--- src/rtl/ccu_pkg.sv ---
// Shared types and constants for the clock observation checker.
// No dependencies; imported by ccu_wall_delta and clock_observation_checker_unit.
`timescale 1ns / 1ps
`default_nettype none

package ccu_pkg;

    localparam int unsigned NS_PER_SEC = 1000000000;
    // Largest whole-second span whose product with NS_PER_SEC still fits in 64 bits
    localparam logic [63:0] SAT_QUOT   = 64'hFFFF_FFFF_FFFF_FFFF / 64'(NS_PER_SEC);
    localparam int          NS_W       = 30;
    localparam int          SEC_SPAN_W = 35;   // bits of a second span below SAT_QUOT

    localparam logic [2:0]  CFG_FC_REGRESSION = 3'd0;
    localparam logic [2:0]  CFG_FC_ROLLBACK   = 3'd1;
    localparam logic [2:0]  CFG_FC_FORWARD    = 3'd2;
    localparam logic [2:0]  CFG_MAX_BACKWARD  = 3'd3;
    localparam logic [2:0]  CFG_MAX_FORWARD   = 3'd4;

    typedef enum logic [2:0] {
        DEC_ACCEPTED   = 3'd0,
        DEC_INVALID    = 3'd1,
        DEC_REGRESSION = 3'd2,
        DEC_ROLLBACK   = 3'd3,
        DEC_FORWARD    = 3'd4
    } t_decision;

    typedef enum logic [1:0] {
        ST_OK      = 2'd0,
        ST_WARNING = 2'd1,
        ST_ERROR   = 2'd2
    } t_status;

endpackage

`default_nettype wire

--- src/rtl/ccu_wall_delta.sv ---
// Saturating nanosecond distance between two wall clock readings.
// Depends on ccu_pkg (NS_PER_SEC, SAT_QUOT, widths).
`timescale 1ns / 1ps
`default_nettype none

module ccu_wall_delta
    import ccu_pkg::*;
(
    input  wire logic [63:0]     i_early_sec,
    input  wire logic [NS_W-1:0] i_early_ns,
    input  wire logic [63:0]     i_late_sec,
    input  wire logic [NS_W-1:0] i_late_ns,
    output logic      [63:0]     o_delta
);

    logic [63:0]   ds;
    logic [63:0]   ds_m1;
    logic signed [NS_W:0] dn;
    logic [NS_W:0] rem;
    logic [63:0]   base;
    logic [64:0]   sum;

    always_comb begin
        ds    = i_late_sec - i_early_sec;
        ds_m1 = ds - 64'd1;
        dn    = $signed({1'b0, i_late_ns}) - $signed({1'b0, i_early_ns});
        // one second borrowed from the span keeps the ns part positive
        rem   = (NS_W+1)'(NS_PER_SEC) + $unsigned(dn);
        base  = 64'(ds_m1[SEC_SPAN_W-1:0]) * 64'(NS_PER_SEC);
        sum   = {1'b0, base} + 65'(rem);
        if (ds == 64'd0) begin
            o_delta = (dn > 0) ? 64'($unsigned(dn)) : 64'd0;
        end else if (ds_m1 > SAT_QUOT || sum[64]) begin
            o_delta = '1;
        end else begin
            o_delta = sum[63:0];
        end
    end

endmodule

`default_nettype wire

--- src/rtl/clock_observation_checker_unit.sv ---
// Clock observation checker top level: input register, snapshot checks, result register.
// Depends on ccu_pkg and ccu_wall_delta.
//
//  channel   | dir | tdata fields (low bit first)                      | width
//  s_axis    | in  | mono_ticks[63:0] wall_seconds[127:64] wall_nanos[159:128] | 160
//  m_axis    | out | decision[2:0] status[4:3] accepted_count[68:5], zero pad | 72
//  cfg       | in  | i_cfg_we, i_cfg_idx (0..4), i_cfg_data (64)        | 64
//
// One request per cycle while not stalled; a request goes through the input register
// and then the result register. It is checked in one pass against the stored snapshot,
// updated unless rejected as its result is registered, so the next request sees it.
// Reset clears the configuration, the stored snapshot and the count.
// A stalled result holds in the output register; the input register keeps taking
// requests until both stages are full.
`timescale 1ns / 1ps
`default_nettype none

module clock_observation_checker_unit
    import ccu_pkg::*;
(
    input  wire logic         i_clk,
    input  wire logic         i_rst_n,
    input  wire logic         i_s_axis_tvalid,
    output logic              o_s_axis_tready,
    // mono_ticks[63:0], wall_seconds[127:64], wall_nanos[159:128]
    input  wire logic [159:0] i_s_axis_tdata,
    output logic              o_m_axis_tvalid,
    input  wire logic         i_m_axis_tready,
    // decision[2:0], status[4:3], accepted_count[68:5], zeros[71:69]
    output logic      [71:0]  o_m_axis_tdata,
    input  wire logic         i_cfg_we,
    input  wire logic [2:0]   i_cfg_idx,
    input  wire logic [63:0]  i_cfg_data
);

    // configuration
    logic        r_fc_reg, r_fc_roll, r_fc_fwd;
    logic [63:0] r_max_back, r_max_fwd;

    // input register
    logic        r_in_valid;
    logic [63:0] r_in_mono;
    logic [63:0] r_in_sec;
    logic [31:0] r_in_ns;

    // stored snapshot
    logic            r_seen;
    logic [63:0]     r_last_mono;
    logic [63:0]     r_last_sec;
    logic [NS_W-1:0] r_last_ns;
    logic [63:0]     r_total;

    // result register
    logic        r_out_valid;
    t_decision   r_dec;
    t_status     r_st;
    logic [63:0] r_cnt;

    logic        out_move, in_move, in_take;
    logic        ns_bad, regress, wall_lt, wall_gt, roll, fwd_jump, keep;
    logic [63:0] elapsed, fwd_bound, delta;
    logic [63:0] early_sec, late_sec;
    logic [NS_W-1:0] in_ns30, early_ns, late_ns;
    t_decision   n_dec;
    t_status     n_st;
    logic [63:0] n_total;

    assign out_move        = !r_out_valid || i_m_axis_tready;
    assign in_move         = r_in_valid && out_move;
    assign o_s_axis_tready = !r_in_valid || out_move;
    assign in_take         = i_s_axis_tvalid && o_s_axis_tready;

    assign o_m_axis_tvalid = r_out_valid;
    assign o_m_axis_tdata  = {3'b000, r_cnt, r_st, r_dec};

    always_ff @(posedge i_clk) begin
        if (!i_rst_n) begin
            r_fc_reg   <= 1'b0;
            r_fc_roll  <= 1'b0;
            r_fc_fwd   <= 1'b0;
            r_max_back <= '0;
            r_max_fwd  <= '0;
        end else if (i_cfg_we) begin
            case (i_cfg_idx)
                CFG_FC_REGRESSION: r_fc_reg   <= i_cfg_data[0];
                CFG_FC_ROLLBACK:   r_fc_roll  <= i_cfg_data[0];
                CFG_FC_FORWARD:    r_fc_fwd   <= i_cfg_data[0];
                CFG_MAX_BACKWARD:  r_max_back <= i_cfg_data;
                CFG_MAX_FORWARD:   r_max_fwd  <= i_cfg_data;
                default: ;
            endcase
        end
    end

    // checks on the registered snapshot
    assign in_ns30 = r_in_ns[NS_W-1:0];
    assign ns_bad  = r_in_ns >= 32'(NS_PER_SEC);
    assign regress = r_in_mono < r_last_mono;
    assign wall_lt = ($signed(r_in_sec) < $signed(r_last_sec)) ||
                     (r_in_sec == r_last_sec && in_ns30 < r_last_ns);
    assign wall_gt = ($signed(r_in_sec) > $signed(r_last_sec)) ||
                     (r_in_sec == r_last_sec && in_ns30 > r_last_ns);

    // one delta unit serves both directions
    assign early_sec = wall_lt ? r_in_sec   : r_last_sec;
    assign early_ns  = wall_lt ? in_ns30    : r_last_ns;
    assign late_sec  = wall_lt ? r_last_sec : r_in_sec;
    assign late_ns   = wall_lt ? r_last_ns  : in_ns30;

    ccu_wall_delta u_delta (
        .i_early_sec (early_sec),
        .i_early_ns  (early_ns),
        .i_late_sec  (late_sec),
        .i_late_ns   (late_ns),
        .o_delta     (delta)
    );

    assign elapsed   = regress ? 64'd0 : r_in_mono - r_last_mono;
    assign fwd_bound = elapsed + r_max_fwd;
    assign roll      = wall_lt && (r_max_back == 64'd0 || delta > r_max_back);
    assign fwd_jump  = wall_gt && r_max_fwd != 64'd0 && delta > fwd_bound;

    always_comb begin
        n_dec = DEC_ACCEPTED;
        n_st  = ST_OK;
        keep  = 1'b0;
        if (ns_bad) begin
            n_dec = DEC_INVALID;
            n_st  = ST_ERROR;
            keep  = 1'b1;
        end else if (!r_seen) begin
            n_dec = DEC_ACCEPTED;
            n_st  = ST_OK;
        end else if (regress && r_fc_reg) begin
            n_dec = DEC_REGRESSION;
            n_st  = ST_ERROR;
            keep  = 1'b1;
        end else if (roll) begin
            n_dec = DEC_ROLLBACK;
            n_st  = r_fc_roll ? ST_ERROR : ST_WARNING;
            keep  = r_fc_roll;
        end else if (fwd_jump) begin
            n_dec = DEC_FORWARD;
            n_st  = r_fc_fwd ? ST_ERROR : ST_WARNING;
            keep  = r_fc_fwd;
        end else if (regress) begin
            n_dec = DEC_REGRESSION;
            n_st  = ST_WARNING;
        end
        if (keep) begin
            n_total = r_total;
        end else if (!r_seen) begin
            n_total = 64'd1;
        end else begin
            n_total = r_total + 64'd1;
        end
    end

    always_ff @(posedge i_clk) begin
        if (!i_rst_n) begin
            r_in_valid <= 1'b0;
        end else if (in_take) begin
            r_in_valid <= 1'b1;
        end else if (in_move) begin
            r_in_valid <= 1'b0;
        end
    end

    always_ff @(posedge i_clk) begin
        if (in_take) begin
            r_in_mono <= i_s_axis_tdata[63:0];
            r_in_sec  <= i_s_axis_tdata[127:64];
            r_in_ns   <= i_s_axis_tdata[159:128];
        end
    end

    always_ff @(posedge i_clk) begin
        if (!i_rst_n) begin
            r_seen      <= 1'b0;
            r_last_mono <= '0;
            r_last_sec  <= '0;
            r_last_ns   <= '0;
            r_total     <= '0;
        end else if (in_move && !keep) begin
            r_seen      <= 1'b1;
            r_last_mono <= r_in_mono;
            r_last_sec  <= r_in_sec;
            r_last_ns   <= in_ns30;
            r_total     <= n_total;
        end
    end

    always_ff @(posedge i_clk) begin
        if (!i_rst_n) begin
            r_out_valid <= 1'b0;
        end else if (in_move) begin
            r_out_valid <= 1'b1;
        end else if (i_m_axis_tready) begin
            r_out_valid <= 1'b0;
        end
    end

    always_ff @(posedge i_clk) begin
        if (in_move) begin
            r_dec <= n_dec;
            r_st  <= n_st;
            r_cnt <= n_total;
        end
    end

    // an invalid nanosecond field always yields an invalid-wall error
    a_invalid_ns: assert property (@(posedge i_clk) disable iff (!i_rst_n)
        in_move && ns_bad |=> r_dec == DEC_INVALID && r_st == ST_ERROR)
        else $error("invalid nanoseconds not reported");

    // a rejected snapshot leaves the count untouched
    a_error_keeps: assert property (@(posedge i_clk) disable iff (!i_rst_n)
        in_move && n_st == ST_ERROR |=> $stable(r_total) && $stable(r_last_mono))
        else $error("rejected snapshot changed stored state");

    // the reported count is the stored count
    a_count_match: assert property (@(posedge i_clk) disable iff (!i_rst_n)
        in_move |=> r_cnt == r_total)
        else $error("result count differs from stored count");

    // nothing is counted before the first snapshot is stored
    a_unseen_zero: assert property (@(posedge i_clk) disable iff (!i_rst_n)
        !r_seen |-> r_total == 64'd0)
        else $error("count nonzero before first snapshot");

endmodule

`default_nettype wire

--- config.mk ---
export PLATFORM = sky130hd
export DESIGN_NAME = clock_observation_checker_unit
export DESIGN_NICKNAME = d
export VERILOG_FILES = /design/src/rtl/ccu_pkg.sv /design/src/rtl/ccu_wall_delta.sv /design/src/rtl/clock_observation_checker_unit.sv
export SDC_FILE = /design/constraint.sdc
export NUM_CORES = 2
export LEC_CHECK = 0
export BUFFER_PORTS_ARGS = -buffer_cell sky130_fd_sc_hd__buf_2
export CAP_MARGIN = 20
export CORE_UTILIZATION = 58
export DETAILED_ROUTE_END_ITERATION = 10
export PLACE_DENSITY = 0.88
export SYNTH_ARGS = -nofsm -noshare
export SYNTH_HDL_FRONTEND = slang
export SYNTH_SLANG_ARGS = --single-unit
--- constraint.sdc ---
create_clock -name i_clk -period 18.25 [get_ports i_clk]
set_clock_uncertainty 0.05 [all_clocks]
set_input_delay 3.65 -clock i_clk [delete_from_list [all_inputs] [get_ports i_clk]]
set_output_delay 3.65 -clock i_clk [all_outputs]
set_load 0.005 [all_outputs]
Word level (Yosys, flattened, before mapping)
Cells that the tools add are included.
{ "word_totals": {"regBits": 585, "latchBits": 0, "mem_bits_rw": 0, "mem_bits_ro": 0, "out_inout_bits": 74, "word_cells": 109, "n_memories": 0} }
{ "op_classes": {"n_addsub": 8, "multipliers": 1, "n_div": 0, "n_lt_le_gt_ge": 10, "n_eq_ne": 5, "shifts": 0, "muxes": 31, "bitwise_logic": 1, "reduce_logical": 32} }
{ "ops": {"columns": ["op", "count"], "rows": [
  ["$mux W64", 7],
  ["$gt A64 B64 Y1", 3],
  ["$logic_not A64 Y1", 2],
  ["$lt A64 B64 Y1", 2],
  ["$sub A64 B64 Y64", 2],
  ["$add A64 B31 Y65", 1],
  ["$add A64 B1 Y64 const B", 1],
  ["$add A64 B64 Y64", 1],
  ["$eq A64 B64 Y1", 1],
  ["$gt A64 B35 Y1 const B", 1],
  ["$reduce_bool A64 Y1", 1],
  ["$sub A64 B1 Y64 const B", 1],
  ["$mux W30", 2],
  ["$mul A35 B21 Y55 const B", 1],
  ["$ge A32 B30 Y1 const B", 1],
  ["$add A30 B31 Y31 const A", 1],
  ["$gt A31 B1 Y1 const B", 1],
  ["$mux W31", 1],
  ["$sub A30 B30 Y31", 1],
  ["$gt A30 B30 Y1", 1],
  ["$lt A30 B30 Y1", 1],
  ["$mux W2", 9],
  ["$mux W1", 11],
  ["$reduce_and A2 Y1", 5],
  ["other kinds (13)", 30]
]} }

Longest topological paths before layout
{ "logic_depth": {"word_depth": 20, "mapped_depth": 84, "mapped_depth_nobuf": 76} }

Hierarchy
A second synthesis with hierarchy kept.
{ "hier_totals": {"hier_cells": 7925, "area_unflattened_um2": 64378.0} }
{ "modules_own_cells": {"columns": ["module", "instances", "cells_per_inst", "area_per_inst_um2", "seq_area_each_um2"], "rows": [
  ["clock_observation_checker_unit", 1, 4539, 37918.9, 14003.4],
  ["ccu_wall_delta", 1, 3386, 26459.1, 0.0]
]} }

Least setup slack after synthesis
Ideal clock, no wire load.
{ "synth_timing": {"kind": "register to register", "startpoint": "register r_in_sec[27]", "endpoint": "register r_cnt[4] (data pin)", "arrival_time_ns": 17.459, "t_required_ns": 17.934, "slack_ns": 0.475, "path_stages_with_launch": 74, "n_path_buf": 9, "synth_period_minus_slack_ns": 17.775, "path_cell_list": "edfxtp_1 > ha_1 > buf_2 > nand4_2 > nor4_1 > and4_1 > o2111a_1 > nand2_1 > buf_2 > buf_2 > buf_2 > o211a_1 > ha_1 > or4_1 > a221oi_1 > and3_1 > nor4b_1 > nand2_1 > [... 38 more ...] > nor2b_1 > o21ai_0 > nand2b_1 > a221oi_1 > o31ai_1 > a21oi_1 > o21ai_0 > nand2_1 > nor3b_1 > a221o_1 > a221o_1 > buf_2 > o21ai_1 > buf_2 > buf_2 > nand4_1 > xor2_1 > nor2_1"} }
{ "synth_between": {"elab_chain_cells": 19} }
{ "synth_rtl": {"columns": ["element", "line", "source"], "rows": [
  ["start: declaration", "clock_observation_checker_unit.sv:43", "logic [63:0] r_in_sec;"],
  ["start signal: assignment", "clock_observation_checker_unit.sv:172", "r_in_sec <= i_s_axis_tdata[127:64];"],
  ["parallel branches: the longest is 14 deep, another holds $add A64 B31 Y65", null, null],
  ["$mux W1 (*)", "clock_observation_checker_unit.sv:138", "end else if (roll) begin"],
  ["$mux W1 (*)", "clock_observation_checker_unit.sv:134", "end else if (regress && r_fc_reg) begin"],
  ["$mux W1 (*)", "clock_observation_checker_unit.sv:131", "end else if (!r_seen) begin"],
  ["$mux W1 (*)", "clock_observation_checker_unit.sv:127", "if (ns_bad) begin"],
  ["$mux W64 (*)", "clock_observation_checker_unit.sv:150", "if (keep) begin"],
  ["via n_total[4]", "clock_observation_checker_unit.sv:66", "logic [63:0] n_total;"],
  ["end signal: assignment", "clock_observation_checker_unit.sv:207", "r_cnt <= n_total;"],
  ["end: declaration", "clock_observation_checker_unit.sv:57", "logic [63:0] r_cnt;"]
]} }
Mark *: on every way through the listed nets, which the timed path passes.
A chain may end at the register's enable or synchronous reset.

Worst setup path after layout
{ "layout_timing": {"startpoint": "register r_in_sec[49]", "endpoint": "register r_last_sec[13]"} }
{ "layout_between": {"elab_chain_cells": 20} }
{ "layout_rtl": {"columns": ["element", "line", "source"], "rows": [
  ["parallel branches: the longest is 14 deep, another holds $add A64 B31 Y65", null, null],
  ["$mux W1 (*)", "clock_observation_checker_unit.sv:138", null],
  ["$mux W1 (*)", "clock_observation_checker_unit.sv:134", null],
  ["$mux W1 (*)", "clock_observation_checker_unit.sv:131", null],
  ["$mux W1 (*)", "clock_observation_checker_unit.sv:127", null],
  ["$logic_not A1 Y1 (*)", "clock_observation_checker_unit.sv:184", "end else if (in_move && !keep) begin"],
  ["$logic_and A1 B1 Y1 (*)", "clock_observation_checker_unit.sv:184", null],
  ["end signal: assignment", "clock_observation_checker_unit.sv:187", "r_last_sec <= r_in_sec;"],
  ["end: declaration", "clock_observation_checker_unit.sv:49", "logic [63:0] r_last_sec;"]
]} }
Every way passes the cells marked *.

==> flow_metrics.py <==
metrics = {
    "status": {
        "outcome": "finished, final reports clean",
    },
    "cts": {
        "clk_pin_slew_ns": 0.06,
        "cts_tree": "built",
        "cts-root-buf": "clkbuf_16",
        "clockBufferDepth": 3,
        "insertion_delay_ns": 0.67,
        "clock_sinks": 585,
        "cts_made_buffers": 67,
        "cts.htree.levels": 3,
    },
    "global_routing": {
        "grt_pass1_wl_um": 298000,
        "antenna_found_initial": 7,
        "grt_max_degree": 124,
        "grt_pass1_vias": 56100,
        "grt_use_total_pct": 34.98,
        "overflow": 0,
    },
    "setup_path": {
        "arrival_ns": 18.39,
        "slowest_delay_ns": 0.62,
        "reg2reg_to": "r_last_sec[13]",
        "worst-setup-path-type": "reg -> reg",
        "worstRegToRegCells": 81,
        "rrSetupSlack_ns": 0.35,
        "slowest_stage": "fa_2",
        "start_kind": "flop",
        "cp.required_ns": 18.74,
        "r2r-start": "r_in_sec[49]",
        "end_kind": "flop",
        "critPathLaunch": "r_in_sec[49]",
        "path_max_fanout": 9,
        "endpoint": "r_last_sec[13]",
        "cpMostUsedCell": "buf_4",
    },
    "route": {
        "drtIter0Drc": 5782,
        "drtAntennaViolNets": 0,
        "vias": 58080,
        "drt-pass1-iter-count": 8,
        "routed_via_density": 6.147,
        "wl_um": 193800,
        "wl_per_cell_um": 20.51,
        "drc": 0,
    },
    "finish": {
        "fin_util_pct": 67.85,
        "multi_input_area_mm2": 0.04287,
        "seq_area_mm2": 0.01400,
        "drive_gt1_share_pct": 14.56,
        "fillCellCount": 8024,
        "syn_to_final_growth_pct": 16.12,
        "fin_nets": 9249,
    },
    "synth": {
        "yosysSeqAreaShare_pct": 23.16,
        "netlist_top_cells_area": "ha_1 14%, dfxtp_1 12%, edfxtp_1 11%, fa_1 11%, a21oi_1 6.2%",
        "syn_area_per_cell_um2": 8.133,
        "syn-cell-area_mm2": 0.06048,
        "synthFlopType": "dfxtp_1",
        "yosys_warnings": 0,
        "synth_edf_count": 229,
        "synth_cells": 7436,
        "ys_types": 102,
        "synth_top_cell_by_area": "ha_1",
        "synth-async-reset-ratio_pct": 0,
        "synth.top_cell.area_share_pct": 13.76,
        "yosys_register_bits": 585,
    },
    "min_path": {
        "worstHoldStart": "r_last_mono[35]",
        "hp-class": "reg -> reg",
    },
    "timing": {
        "fmax_mhz": 55.87,
        "max_slew_margin_pct": 26.68,
        "layout_worst_path_cycle_share_pct": 98.08,
        "setup_viol": 0,
        "min_period_ns": 17.90,
        "hold_viol_final": 0,
        "maxSlewViolCount": 0,
        "worstMarginPinSlew_ns": 1.100,
        "layout_setup_ws_ns": 0.3499,
    },
    "placement": {
        "place_worst_setup_slack_ns": -0.3807,
        "place.gp.congestion": 1.021,
        "portBuffers": 302,
        "dp_hpwl_um": 148000,
    },
    "floorplan": {
        "ioPinCount": 306,
        "die_w_um": 324.9,
        "core_mm2": 0.1035,
        "initial_utilization_pct": 58.43,
        "dieArea_mm2": 0.1056,
        "rows": 118,
        "dieHeight_um": 324.9,
    },
    "run": {
        "max_cap_violations": 0,
    },
}
-- kinds of logic (layout without fill, tap and decap cells) --
| kind of cell | count (synthesis) | in the layout | synth area share [%] |
|---|---|---|---|
| compound gates | 1819 | 1819 | 18.87 |
| mux | 35 | 35 | 0.6186 |
| simple gates | 2403 | 2403 | 18.98 |
| fa+ha+maj | 1008 | 1008 | 25.11 |
| flops | 585 | 585 | 23.16 |
| xor+xnor | 384 | 384 | 5.574 |
| buf+inv | 1201 | 1827 | 7.686 |
| other cells | 1 | 8 | 0.006201 |
-- cell usage after synthesis (all sizes together), types with 25 or more instances --
cell type and number:
buf 106, o21bai 43, or3 75, nor2 420, a21o 138, o22ai 33
and2 53, nor3 124, a41oi 28, nand2b 79, mux2i 25, o21ai 300
fa 343, or2 28, o211ai 42, o21a 34, nor4 67, nand4 135
nor2b 102, o31ai 38, nand3 188, edfxtp 229, ha 665, dfxtp 356
nand2 949, a21oi 746, inv 887, a31oi 75, and3 92, clkbuf 207
a31o 26, and4 27, a211oi 54, xor2 182, xnor2 202
-- cells in the final DEF (no fill, tap or decap), drive strengths merged, types with 102 or more instances in the layout --
master | Yosys | routed
edfxtp | 229 | 229
dfxtp | 356 | 356
o21ai | 300 | 300
nand2 | 949 | 949
nor2b | 102 | 102
nor3 | 124 | 124
clkbuf | 207 | 105
nand3 | 188 | 188
a21o | 138 | 138
a21oi | 746 | 746
xor2 | 182 | 182
inv | 887 | 892
buf | 106 | 804
nor2 | 420 | 420
nand4 | 135 | 135
fa | 343 | 343
xnor2 | 202 | 202
ha | 665 | 665
-- cell type report --
class / instances / area share, %
well taps: 1380 / 2.459
flip-flops and latches: 585 / 19.94
diodes: 5 / 0.01782
inverters: 888 / 4.761
clock buffers: 94 / 2.690
clock inverters: 30 / 0.5310
multi-input cells: 5652 / 61.05
repair buffers: 815 / 8.549
-- worst max-delay path: cells and delay by family (launching register included) --
family	cells	cell delay, ns
simple gates	21	3.82
buf+inv	19	2.89
compound gates	28	5.53
xor+xnor	1	0.15
fa+ha+maj	10	4.44
flops	1	0.45
mux	2	0.43
-- repair_timing --
item / CTS / global route
pin swaps: 7 / 62
gates resized for setup: 17 / 211
hold buffers: 0 / 0
cloned: 1 / 15
hold endpoints to repair: 0 / 0
setup buffers: 9 / 45
setup endpoints to repair: 289 / 292
-- stage by stage --
step | TNS (ns) | cells | instance area [µm²] | hold WS, ns
after detailed placement | -69.51 | 9250 | 66130 | 0.3965
final | 0 | 9449 | 70220 | 0.4053
after floorplan | 0 | 7438 | 60480 | 0.3863
after CTS | 0 | 9384 | 68580 | 0.4043
after global placement | -19.03 | 9250 | 66130 | 0.3912
after global routing | -27.57 | 9449 | 70220 | 0.4149
-- how the worst min path moves through the flow --
stage / cells after the start / to / slack, ns
after global placement: 2 / r_last_mono[10] / 0.39
final: 2 / r_last_mono[35] / 0.41
after detailed placement: 2 / r_last_mono[40] / 0.40
after global routing: 2 / r_last_mono[54] / 0.41
after CTS: 2 / r_last_mono[40] / 0.40
after floorplan: 2 / r_last_mono[10] / 0.39
-- metal layers --
metal / GRT usage [%] / wire [µm]
met2: 56.49 / 88410
met1: 45.82 / 78290
met3: 6.080 / 17670
met5: 0 / 18
met4: 15.67 / 9428
Power is not shown: default switching activity piles up to over one toggle a cycle in this logic, so the estimate is an artifact.
